==> config.mk <==
export PLATFORM = sky130hd
export DESIGN_NAME = nmea_position_field_extractor_top
export DESIGN_NICKNAME = d
export VERILOG_FILES = /design/src/sv/npfe_pkg.sv /design/src/sv/npfe_num.sv /design/src/sv/npfe_parser.sv /design/src/sv/nmea_position_field_extractor_top.sv
export SDC_FILE = /design/constraint.sdc
export NUM_CORES = 2
export LEC_CHECK = 0
export ABC_AREA = 1
export BUFFER_PORTS_ARGS = -buffer_cell sky130_fd_sc_hd__buf_2
export CAP_MARGIN = 20
export CORE_MARGIN = 2
export CORE_UTILIZATION = 51
export CTS_CLUSTER_SIZE = 28
export DETAILED_ROUTE_END_ITERATION = 10
export PLACE_DENSITY = 0.78
export SLEW_MARGIN = 20
export SYNTH_ARGS = -nofsm -noshare
export SYNTH_HDL_FRONTEND = slang
export SYNTH_SLANG_ARGS = --single-unit
export TNS_END_PERCENT = 20
==> constraint.sdc <==
create_clock -name clk -period 9.7 [get_ports clk]
set_clock_uncertainty 0.15 [all_clocks]
set_input_delay 0.485 -clock clk [delete_from_list [all_inputs] [get_ports clk]]
set_output_delay 0.485 -clock clk [all_outputs]
set_load 0.01 [all_outputs]
==> src/sv/npfe_pkg.sv <==
// ----------------------------------------------------------------------------
// npfe_pkg
// Shared types, constants and tables of the NMEA position field extractor.
// ----------------------------------------------------------------------------
package npfe_pkg;

	// Default parameter values.
	localparam int FRACTION_DIGITS_DEF = 4;
	localparam int ID_CHARS_DEF        = 5;

	// Magnitude limit of a parsed number and the widths that hold it.
	localparam int          ACC_W      = 30;
	localparam int          POW_W      = 20;
	localparam int          FRAC_CNT_W = 3;
	localparam int          VAL_W      = 31;
	localparam logic [29:0] SAT_LIMIT  = 30'd999999999;

	// Field indexes; fields beyond LAST_TOKEN are ignored.
	localparam logic [2:0] TOK_ID     = 3'd0;
	localparam logic [2:0] TOK_LAT    = 3'd2;
	localparam logic [2:0] LAST_TOKEN = 3'd4;

	// Reset value of the expected sentence ID ("GPGGA").
	localparam logic [63:0] SID_RESET   = 64'h0000_0047_5047_4741;
	localparam logic [7:0]  DELIM_RESET = 8'h2C;

	// Configuration register indexes.
	localparam logic [0:0] CFG_SENTENCE_ID = 1'b0;
	localparam logic [0:0] CFG_FIELD_DELIM = 1'b1;

	// Character codes.
	localparam logic [7:0] CH_DOLLAR = 8'h24;
	localparam logic [7:0] CH_CR     = 8'h0D;
	localparam logic [7:0] CH_SPACE  = 8'h20;
	localparam logic [7:0] CH_TAB    = 8'h09;
	localparam logic [7:0] CH_LF     = 8'h0A;
	localparam logic [7:0] CH_VT     = 8'h0B;
	localparam logic [7:0] CH_FF     = 8'h0C;
	localparam logic [7:0] CH_PLUS   = 8'h2B;
	localparam logic [7:0] CH_MINUS  = 8'h2D;
	localparam logic [7:0] CH_POINT  = 8'h2E;
	localparam logic [7:0] CH_ZERO   = 8'h30;
	localparam logic [7:0] CH_NINE   = 8'h39;

	// Output stream width: 66 bits of fields padded to whole bytes.
	localparam int TDATA_W = 72;

	// State of the number being parsed in the current field.
	typedef struct packed {
		logic                  neg;
		logic                  point;
		logic                  digit;
		logic                  started;
		logic                  stopped;
		logic [FRAC_CNT_W-1:0] frac;
		logic [ACC_W-1:0]      acc;
	} num_t;

	// One result item.
	typedef struct packed {
		logic                    id_matched;
		logic                    lon_updated;
		logic                    lat_updated;
		logic signed [VAL_W-1:0] lon_value;
		logic signed [VAL_W-1:0] lat_value;
		logic                    status;
	} res_t;

	// Powers of ten used to scale up a number with missing fraction digits.
	function automatic logic [POW_W-1:0] pow10(input logic [FRAC_CNT_W-1:0] k);
		logic [POW_W-1:0] r;
		case (k)
			3'd0:    r = 20'd1;
			3'd1:    r = 20'd10;
			3'd2:    r = 20'd100;
			3'd3:    r = 20'd1000;
			3'd4:    r = 20'd10000;
			3'd5:    r = 20'd100000;
			3'd6:    r = 20'd1000000;
			default: r = 20'd1;
		endcase
		return r;
	endfunction

endpackage

==> src/sv/npfe_num.sv <==
// ----------------------------------------------------------------------------
// npfe_num
// Decimal number unit: folds one character into the number state and scales
// the finished number to its fixed-point value.
// ----------------------------------------------------------------------------
module npfe_num #(
	parameter int FRACTION_DIGITS = npfe_pkg::FRACTION_DIGITS_DEF
) (
	input  npfe_pkg::num_t                         num_cur,
	input  logic [7:0]                             c,
	output npfe_pkg::num_t                         num_nxt,
	output logic signed [npfe_pkg::VAL_W-1:0]      fin_val
);

	localparam int ACC_W  = npfe_pkg::ACC_W;
	localparam int PROD_W = npfe_pkg::ACC_W + npfe_pkg::POW_W;
	localparam int FCW    = npfe_pkg::FRAC_CNT_W;

	logic             is_blank;
	logic             is_sign;
	logic             is_digit;
	logic [ACC_W+3:0] push_wide;
	logic [ACC_W-1:0] push_sat;

	assign is_blank = (c == npfe_pkg::CH_SPACE) || (c == npfe_pkg::CH_TAB) ||
		(c == npfe_pkg::CH_LF) || (c == npfe_pkg::CH_VT) || (c == npfe_pkg::CH_FF);
	assign is_sign  = (c == npfe_pkg::CH_PLUS) || (c == npfe_pkg::CH_MINUS);
	assign is_digit = (c >= npfe_pkg::CH_ZERO) && (c <= npfe_pkg::CH_NINE);

	// Multiply by ten and add the digit, saturating at the limit.
	always_comb begin
		push_wide = ((ACC_W+4)'(num_cur.acc) << 3) + ((ACC_W+4)'(num_cur.acc) << 1)
			+ (ACC_W+4)'(c - npfe_pkg::CH_ZERO);
		push_sat = (push_wide > (ACC_W+4)'(npfe_pkg::SAT_LIMIT)) ?
			npfe_pkg::SAT_LIMIT : push_wide[ACC_W-1:0];
	end

	// Number syntax: blanks, optional sign, digits with at most one point.
	always_comb begin
		num_nxt = num_cur;
		if (num_cur.stopped || (!num_cur.started && is_blank)) begin
			num_nxt = num_cur;
		end else if (!num_cur.started && is_sign) begin
			num_nxt.neg     = (c == npfe_pkg::CH_MINUS);
			num_nxt.started = 1'b1;
		end else if ((c == npfe_pkg::CH_POINT) && !num_cur.point) begin
			num_nxt.point   = 1'b1;
			num_nxt.started = 1'b1;
		end else if (is_digit) begin
			num_nxt.digit   = 1'b1;
			num_nxt.started = 1'b1;
			if (!num_cur.point) begin
				num_nxt.acc = push_sat;
			end else if (num_cur.frac < FCW'(FRACTION_DIGITS)) begin
				num_nxt.acc  = push_sat;
				num_nxt.frac = num_cur.frac + 1'b1;
			end
		end else begin
			num_nxt.stopped = 1'b1;
		end
	end

	// Pad missing fraction digits with one constant multiply, then saturate.
	logic [FCW-1:0]    pad;
	logic [PROD_W-1:0] prod;
	logic [ACC_W-1:0]  mag;

	always_comb begin
		pad  = FCW'(FRACTION_DIGITS) - num_cur.frac;
		prod = PROD_W'(num_cur.acc) * PROD_W'(npfe_pkg::pow10(pad));
		mag  = (prod > PROD_W'(npfe_pkg::SAT_LIMIT)) ? npfe_pkg::SAT_LIMIT : prod[ACC_W-1:0];
		fin_val = num_cur.neg ? -$signed({1'b0, mag}) : $signed({1'b0, mag});
	end

endmodule

==> src/sv/npfe_parser.sv <==
// ----------------------------------------------------------------------------
// npfe_parser
// Sentence framing, field splitting, ID check and held position values.
// Processes one byte per enabled cycle and flags a result on sentence close.
// ----------------------------------------------------------------------------
module npfe_parser #(
	parameter int FRACTION_DIGITS = npfe_pkg::FRACTION_DIGITS_DEF,
	parameter int ID_CHARS        = npfe_pkg::ID_CHARS_DEF
) (
	input  logic                  clk,
	input  logic                  arst_n,
	input  logic                  cfg_we,
	input  logic [0:0]            cfg_index,
	input  logic [8*ID_CHARS-1:0] cfg_data,
	input  logic                  en,
	input  logic [7:0]            c,
	output logic                  res_vld,
	output npfe_pkg::res_t        res
);

	localparam int SID_W = 8 * ID_CHARS;
	localparam int POS_W = $clog2(ID_CHARS + 1);
	localparam int IDX_W = (ID_CHARS > 1) ? $clog2(ID_CHARS) : 1;
	localparam int VAL_W = npfe_pkg::VAL_W;

	// Configuration registers.
	logic [SID_W-1:0] sid_q;
	logic [7:0]       delim_q;

	always_ff @(posedge clk or negedge arst_n) begin
		if (!arst_n) begin
			sid_q   <= SID_W'(npfe_pkg::SID_RESET);
			delim_q <= npfe_pkg::DELIM_RESET;
		end else if (cfg_we) begin
			unique case (cfg_index)
				npfe_pkg::CFG_SENTENCE_ID: sid_q   <= cfg_data;
				npfe_pkg::CFG_FIELD_DELIM: delim_q <= cfg_data[7:0];
				default:                   sid_q   <= sid_q;
			endcase
		end
	end

	// Parser state.
	logic                    in_sent_q, in_sent_d;
	logic                    in_tok_q, in_tok_d;
	logic [2:0]              tok_q, tok_d;
	logic [POS_W-1:0]        pos_q, pos_d;
	logic                    eq_q, eq_d;
	logic                    rej_q, rej_d;
	logic                    idok_q, idok_d;
	logic [1:0]              marks_q, marks_d;
	logic signed [VAL_W-1:0] lat_q, lat_d;
	logic signed [VAL_W-1:0] lon_q, lon_d;
	npfe_pkg::num_t          num_q, num_d, num_chr;
	logic signed [VAL_W-1:0] fin_val;

	npfe_num #(
		.FRACTION_DIGITS(FRACTION_DIGITS)
	) u_num (
		.num_cur(num_q),
		.c      (c),
		.num_nxt(num_chr),
		.fin_val(fin_val)
	);

	// Expected ID characters, first character in the highest byte.
	logic [7:0] id_bytes [ID_CHARS];

	always_comb begin
		for (int i = 0; i < ID_CHARS; i++) begin
			id_bytes[i] = sid_q[8*(ID_CHARS-1-i) +: 8];
		end
	end

	logic active;
	logic num_field;
	logic fin;

	assign active    = !rej_q && (tok_q <= npfe_pkg::LAST_TOKEN);
	assign num_field = (tok_q == npfe_pkg::TOK_LAT) || (tok_q == npfe_pkg::LAST_TOKEN);

	// Next-state logic for one byte, with the field finish applied last.
	always_comb begin
		in_sent_d = in_sent_q;
		in_tok_d  = in_tok_q;
		tok_d     = tok_q;
		pos_d     = pos_q;
		eq_d      = eq_q;
		rej_d     = rej_q;
		idok_d    = idok_q;
		marks_d   = marks_q;
		lat_d     = lat_q;
		lon_d     = lon_q;
		num_d     = num_q;
		res_vld   = 1'b0;
		fin       = 1'b0;

		if (en) begin
			if (c == npfe_pkg::CH_DOLLAR) begin
				in_sent_d = 1'b1;
				in_tok_d  = 1'b0;
				tok_d     = npfe_pkg::TOK_ID;
				pos_d     = '0;
				eq_d      = 1'b1;
				rej_d     = 1'b0;
				idok_d    = 1'b0;
				marks_d   = '0;
				num_d     = '0;
			end else if (in_sent_q) begin
				if (c == npfe_pkg::CH_CR) begin
					fin       = in_tok_q && active;
					in_sent_d = 1'b0;
					in_tok_d  = 1'b0;
					res_vld   = 1'b1;
				end else if (active) begin
					if (c == delim_q) begin
						fin = in_tok_q;
					end else begin
						in_tok_d = 1'b1;
						if (tok_q == npfe_pkg::TOK_ID) begin
							if (pos_q < POS_W'(ID_CHARS)) begin
								if (id_bytes[pos_q[IDX_W-1:0]] != c) begin
									eq_d = 1'b0;
								end
								pos_d = pos_q + 1'b1;
							end else begin
								eq_d = 1'b0;
							end
						end else if (num_field) begin
							num_d = num_chr;
						end
					end
				end
			end
		end

		// Close the current field.
		if (fin) begin
			if (tok_q == npfe_pkg::TOK_ID) begin
				if (eq_q && (pos_q == POS_W'(ID_CHARS))) begin
					idok_d = 1'b1;
				end else begin
					rej_d = 1'b1;
				end
			end else if (num_field && num_q.digit) begin
				if (tok_q == npfe_pkg::TOK_LAT) begin
					lat_d      = fin_val;
					marks_d[0] = 1'b1;
				end else begin
					lon_d      = fin_val;
					marks_d[1] = 1'b1;
				end
			end
			num_d    = '0;
			in_tok_d = 1'b0;
			if (tok_q <= npfe_pkg::LAST_TOKEN) begin
				tok_d = tok_q + 1'b1;
			end
		end
	end

	always_ff @(posedge clk or negedge arst_n) begin
		if (!arst_n) begin
			in_sent_q <= 1'b0;
			in_tok_q  <= 1'b0;
			tok_q     <= '0;
			pos_q     <= '0;
			eq_q      <= 1'b1;
			rej_q     <= 1'b0;
			idok_q    <= 1'b0;
			marks_q   <= '0;
			lat_q     <= '0;
			lon_q     <= '0;
			num_q     <= '0;
		end else begin
			in_sent_q <= in_sent_d;
			in_tok_q  <= in_tok_d;
			tok_q     <= tok_d;
			pos_q     <= pos_d;
			eq_q      <= eq_d;
			rej_q     <= rej_d;
			idok_q    <= idok_d;
			marks_q   <= marks_d;
			lat_q     <= lat_d;
			lon_q     <= lon_d;
			num_q     <= num_d;
		end
	end

	// Result of a closing byte, taken from the updated state.
	always_comb begin
		res.status      = rej_d;
		res.lat_value   = lat_d;
		res.lon_value   = lon_d;
		res.lat_updated = marks_d[0];
		res.lon_updated = marks_d[1];
		res.id_matched  = idok_d;
	end

endmodule

==> src/sv/nmea_position_field_extractor_top.sv <==
// ----------------------------------------------------------------------------
// nmea_position_field_extractor_top
// NMEA sentence parser that extracts the two position fields of a sentence.
// ----------------------------------------------------------------------------
// The block takes one received character per clock while s_tready is high,
// and gives one result item for each carriage return that closes a sentence
// opened by '$'. A byte is registered on entry and then processed by a single
// pass of parser logic, whose longest path is the constant multiply that
// scales a finished field; a closing byte's result is held in the output
// register. The output register lets a new byte enter while a result waits,
// so the sustained rate is one byte per cycle whenever the sink keeps up.
// Configuration is written through cfg_we, cfg_index and cfg_data; the user
// must write it while the block is idle, which the block itself does not enforce.
module nmea_position_field_extractor_top #(
	parameter int FRACTION_DIGITS = npfe_pkg::FRACTION_DIGITS_DEF,
	parameter int ID_CHARS        = npfe_pkg::ID_CHARS_DEF
) (
	input  logic                           clk,
	input  logic                           arst_n,
	input  logic                           cfg_we,
	input  logic [0:0]                     cfg_index,
	input  logic [8*ID_CHARS-1:0]          cfg_data,
	input  logic                           s_tvalid,
	output logic                           s_tready,
	input  logic [7:0]                     s_tdata,   // [7:0] rx_byte
	output logic                           m_tvalid,
	input  logic                           m_tready,
	// [0] status, [31:1] lat_value, [62:32] lon_value, [63] lat_updated,
	// [64] lon_updated, [65] id_matched, [71:66] zero
	output logic [npfe_pkg::TDATA_W-1:0]   m_tdata
);

	localparam int RES_W = $bits(npfe_pkg::res_t);

	logic           byte_vld_s1;
	logic [7:0]     byte_s1;
	logic           out_free;
	logic           proc;
	logic           res_vld;
	npfe_pkg::res_t res;
	npfe_pkg::res_t res_q;
	logic           out_vld_q;

	assign out_free = !out_vld_q || m_tready;
	assign proc     = byte_vld_s1 && out_free;
	assign s_tready = !byte_vld_s1 || out_free;

	// Input register.
	always_ff @(posedge clk or negedge arst_n) begin
		if (!arst_n) begin
			byte_vld_s1 <= 1'b0;
		end else if (s_tready) begin
			byte_vld_s1 <= s_tvalid;
		end
	end

	always_ff @(posedge clk) begin
		if (s_tready && s_tvalid) begin
			byte_s1 <= s_tdata;
		end
	end

	npfe_parser #(
		.FRACTION_DIGITS(FRACTION_DIGITS),
		.ID_CHARS       (ID_CHARS)
	) u_parser (
		.clk      (clk),
		.arst_n   (arst_n),
		.cfg_we   (cfg_we),
		.cfg_index(cfg_index),
		.cfg_data (cfg_data),
		.en       (proc),
		.c        (byte_s1),
		.res_vld  (res_vld),
		.res      (res)
	);

	// Result register.
	always_ff @(posedge clk or negedge arst_n) begin
		if (!arst_n) begin
			out_vld_q <= 1'b0;
		end else if (out_free) begin
			out_vld_q <= proc && res_vld;
		end
	end

	always_ff @(posedge clk) begin
		if (out_free && proc && res_vld) begin
			res_q <= res;
		end
	end

	assign m_tvalid = out_vld_q;
	assign m_tdata  = {(npfe_pkg::TDATA_W - RES_W)'(0), res_q};

endmodule

==> results.cfg <==
[outcome]
status = finished, final reports clean

[finish]
antenna_cells = 0
drive_above_1_share = 0.1446
regArea_um2 = 6326
num-fill-cells = 5585
syn_to_final_growth_pct = 12.74
multiInputGateArea_um2 = 22670
nets = 4931
fin_util = 0.5785

[logic_synthesis]
muxShareOfSynthArea = 0.01606
yosys.area_share.simple = 0.2025
synth_top_area_frac = 0.2911
synth_common_cells = inv_1 (884), nand2_1 (756), nor2_1 (485)
yosys_most_used_dff = dfrtp_1
async_flop_share = 0.6878
yosysUniqueCellTypes = 64
syn-instance-count = 3961
ys_ff_latch = 237
synthAdderAreaFrac = 0.3835
synth-compound-area-share = 0.05699
synth_area_um2 = 32250
syn_area_per_cell_um2 = 8.142
synth.area.top_cells = fa_1 (29%), dfrtp_1 (11%), inv_1 (10%)
synth-xor-area-share = 0.02324
yosysMostFrequentCell = inv_1
ys_seq_area_frac = 0.1962
synth_top_family_by_area = adder cells
synth_largest_area_cell = fa_1
yosys_warnings = 0
synth-edff-count = 74

[worst_hold_path]
hp-start = cfg_data[31]
whs_path_depth = 2
min_path_type = primary input to flip-flop
hold_path_end = u_parser.id_bytes[31]$_DFFE_PN0P_

[detailed_routing]
drt-total-wl_um = 95380
viasPerCell = 5.362
ant_nets = 0
routedWlPerCell_um = 18.94
drc = 0
routed-via-count = 27000
drt_iter0_markers = 2351
first_pass_iters = 6

[global_route]
track_usage = 0.2958
grt_first_pass_wirelength_um = 151600
grt_antenna_before_repair = 3
grt_max_degree = 102
grt_overflow = 0
grt_pass1_vias = 28130

[sta]
holdWs_ns = 0.01704
worst_slew_pin_slew_ns = 0.9490
finalSetupTns_ns = 0
rsz0062_at_grt = yes
max_freq_mhz = 105.4
slew_viol_final = 0
fin_crit_ns = 9.488
setup_violations = 0
timing.final.ws_setup_ns = 0.2116
fin_crit_sh = 0.9782
maxSlewHeadroom = 0.3673
final_hold_viol_count = 0

[placement]
dpl.hpwl_um = 77810
port_buffers = 121
dp_slack_ns = -0.1931
routabilityCongestion = 0.9996

[setup_path]
rr_worst_depth = 47
r2r-start = u_parser.num_q[31]$_DFFE_PN0P_
path_class = flip-flop to flip-flop
start_kind = flip-flop
critPathMaxFanout = 8
crit_required_ns = 9.95
reg2reg_slack_ns = 0.21
crit_slowest_cell = fa_1
cpPeakStageDelay_ns = 0.54
crit_top_cell = nand2_1
cp.arrival_ns = 9.74
r2r-end = m_tdata[11]$_DFFE_PP_
cp-end-kind = flip-flop

[cts]
clkTransAtPathRegs_ns = 0.06
numCtsBuffers = 26
clk_path_buf_depth = 3
clk_latency_ns = 0.57
cts_sinks = 237
cts_tree = built
cts_root_buffer = clkbuf_16
htree_levels = 1

[power]
power.density_nw_per_um2 = 69.73
leakage_nw = 19.67
ir_drop_v = 0.0001185

[floorplan]
die_y_um = 255.5
rows = 92
die-area_um2 = 65260
ios = 128
chipWidth_um = 255.5
floorplan.initialDensity = 0.5131
core-area_um2 = 62850

[run]
cap_violations = 0
## what timing repair did
item | in CTS | in global routing
resized for setup | 18 | 159
hold buffers | 10 | 0
setup endpoints to repair | 56 | 116
hold endpoints to repair | 91 | 0
pin swaps | 0 | 36
cloned | 1 | 1
buffers inserted | 1 | 18
## worst max-delay path: cells and delay by family (launching register included)
family	cells	cell delay, ns
adder cells (fa/ha/maj)	11	4.51
buffers and inverters	11	1.02
XOR/XNOR	1	0.32
AND/OR/NAND/NOR	23	2.83
flip-flops	1	0.35
multiplexers	1	0.13
## area by class of cell
type,instances,area share
inverters,908,0.09395
well taps,846,0.02911
flip-flops and latches,237,0.1740
repair buffers,288,0.05482
multi-input cells,2709,0.6235
clock inverters,14,0.004164
clock buffers,34,0.02044
## per-layer routing
layer | global-route usage | vias up | routed length [um] | share of wire
li1 | - | 12420 | - | -
met1 | 0.3888 | 13150 | 37560 | 0.39
met2 | 0.4898 | 1173 | 44740 | 0.47
met3 | 0.05387 | 265 | 8961 | 0.094
met4 | 0.1100 | 0 | 4118 | 0.043
met5 | 0 | - | 0 | 0
## flip-flops by register name, indices dropped and copies added, names as in the netlist, 2 cells and up
| name | count |
|---|---|
| u_parser.id_bytes | 40 |
| m_tdata | 66 |
| u_parser.lon_q | 31 |
| u_parser.pos_q | 3 |
| u_parser.lat_q | 31 |
| u_parser.num_q | 38 |
| u_parser.delim_q | 8 |
| u_parser.marks_q | 2 |
| u_parser.tok_q | 3 |
| byte_s1 | 8 |
## power breakdown
part	total, mW	internal (mW)	switching [mW]
combinational	0.397	0.147	0.251
clock	1.04	0.619	0.416
sequential	1.10	1.07	0.0288
## logic make-up (layout without fill, tap and decap cells)
| logic type | Yosys count | after routing |
|---|---|---|
| fa+ha+maj | 707 | 707 |
| simple gates | 1551 | 1551 |
| compound gates | 314 | 314 |
| buf+inv | 1020 | 1244 |
| mux | 48 | 48 |
| flops | 237 | 237 |
| xor+xnor | 83 | 83 |
| other cells | 1 | 6 |
## cells in the final DEF, fill, tap and decap left out, drive strengths merged, types with 8 or more instances in the layout
cell type and n:
fa 469, xnor2 26, buf 277, a21boi 8, o21a 22, dlygate4sd3 10, dfrtp 143, a21o 10
a21oi 114, clkinv 17, o21ai 120, mux2 30, nor2 506, inv 899, nand3 132, nand4 72
o21bai 12, xor2 57, clkbuf 35, dfstp 20, edfxtp 74, nand2 784, or2 17, nor4 10
ha 238, mux2i 18, nor3 19
## worst max path at each step
stage,from,endpoint,depth (start not counted)
detailed placement,u_parser.num_q[30]$_DFFE_PN0P_,m_tdata[52]$_DFFE_PP_,47
CTS,u_parser.num_q[30]$_DFFE_PN0P_,m_tdata[21]$_DFFE_PP_,48
global route,u_parser.num_q[31]$_DFFE_PN0P_,m_tdata[52]$_DFFE_PP_,49
floorplan,u_parser.num_q[30]$_DFFE_PN0P_,m_tdata[50]$_DFFE_PP_,52
global placement,u_parser.num_q[30]$_DFFE_PN0P_,m_tdata[21]$_DFFE_PP_,46
finish,u_parser.num_q[31]$_DFFE_PN0P_,m_tdata[11]$_DFFE_PP_,47
## through the flow
stage               power (mW)  area (um2)  std cells
floorplan                1.357       32270       3966
global placement         1.485       34530       4957
detailed placement       1.493       34530       4957
CTS                      2.530       35590       5017
global route             2.635       36360       5036
finish                   2.535       36360       5036
No activity file was read; power rests on OpenSTA's default activity.
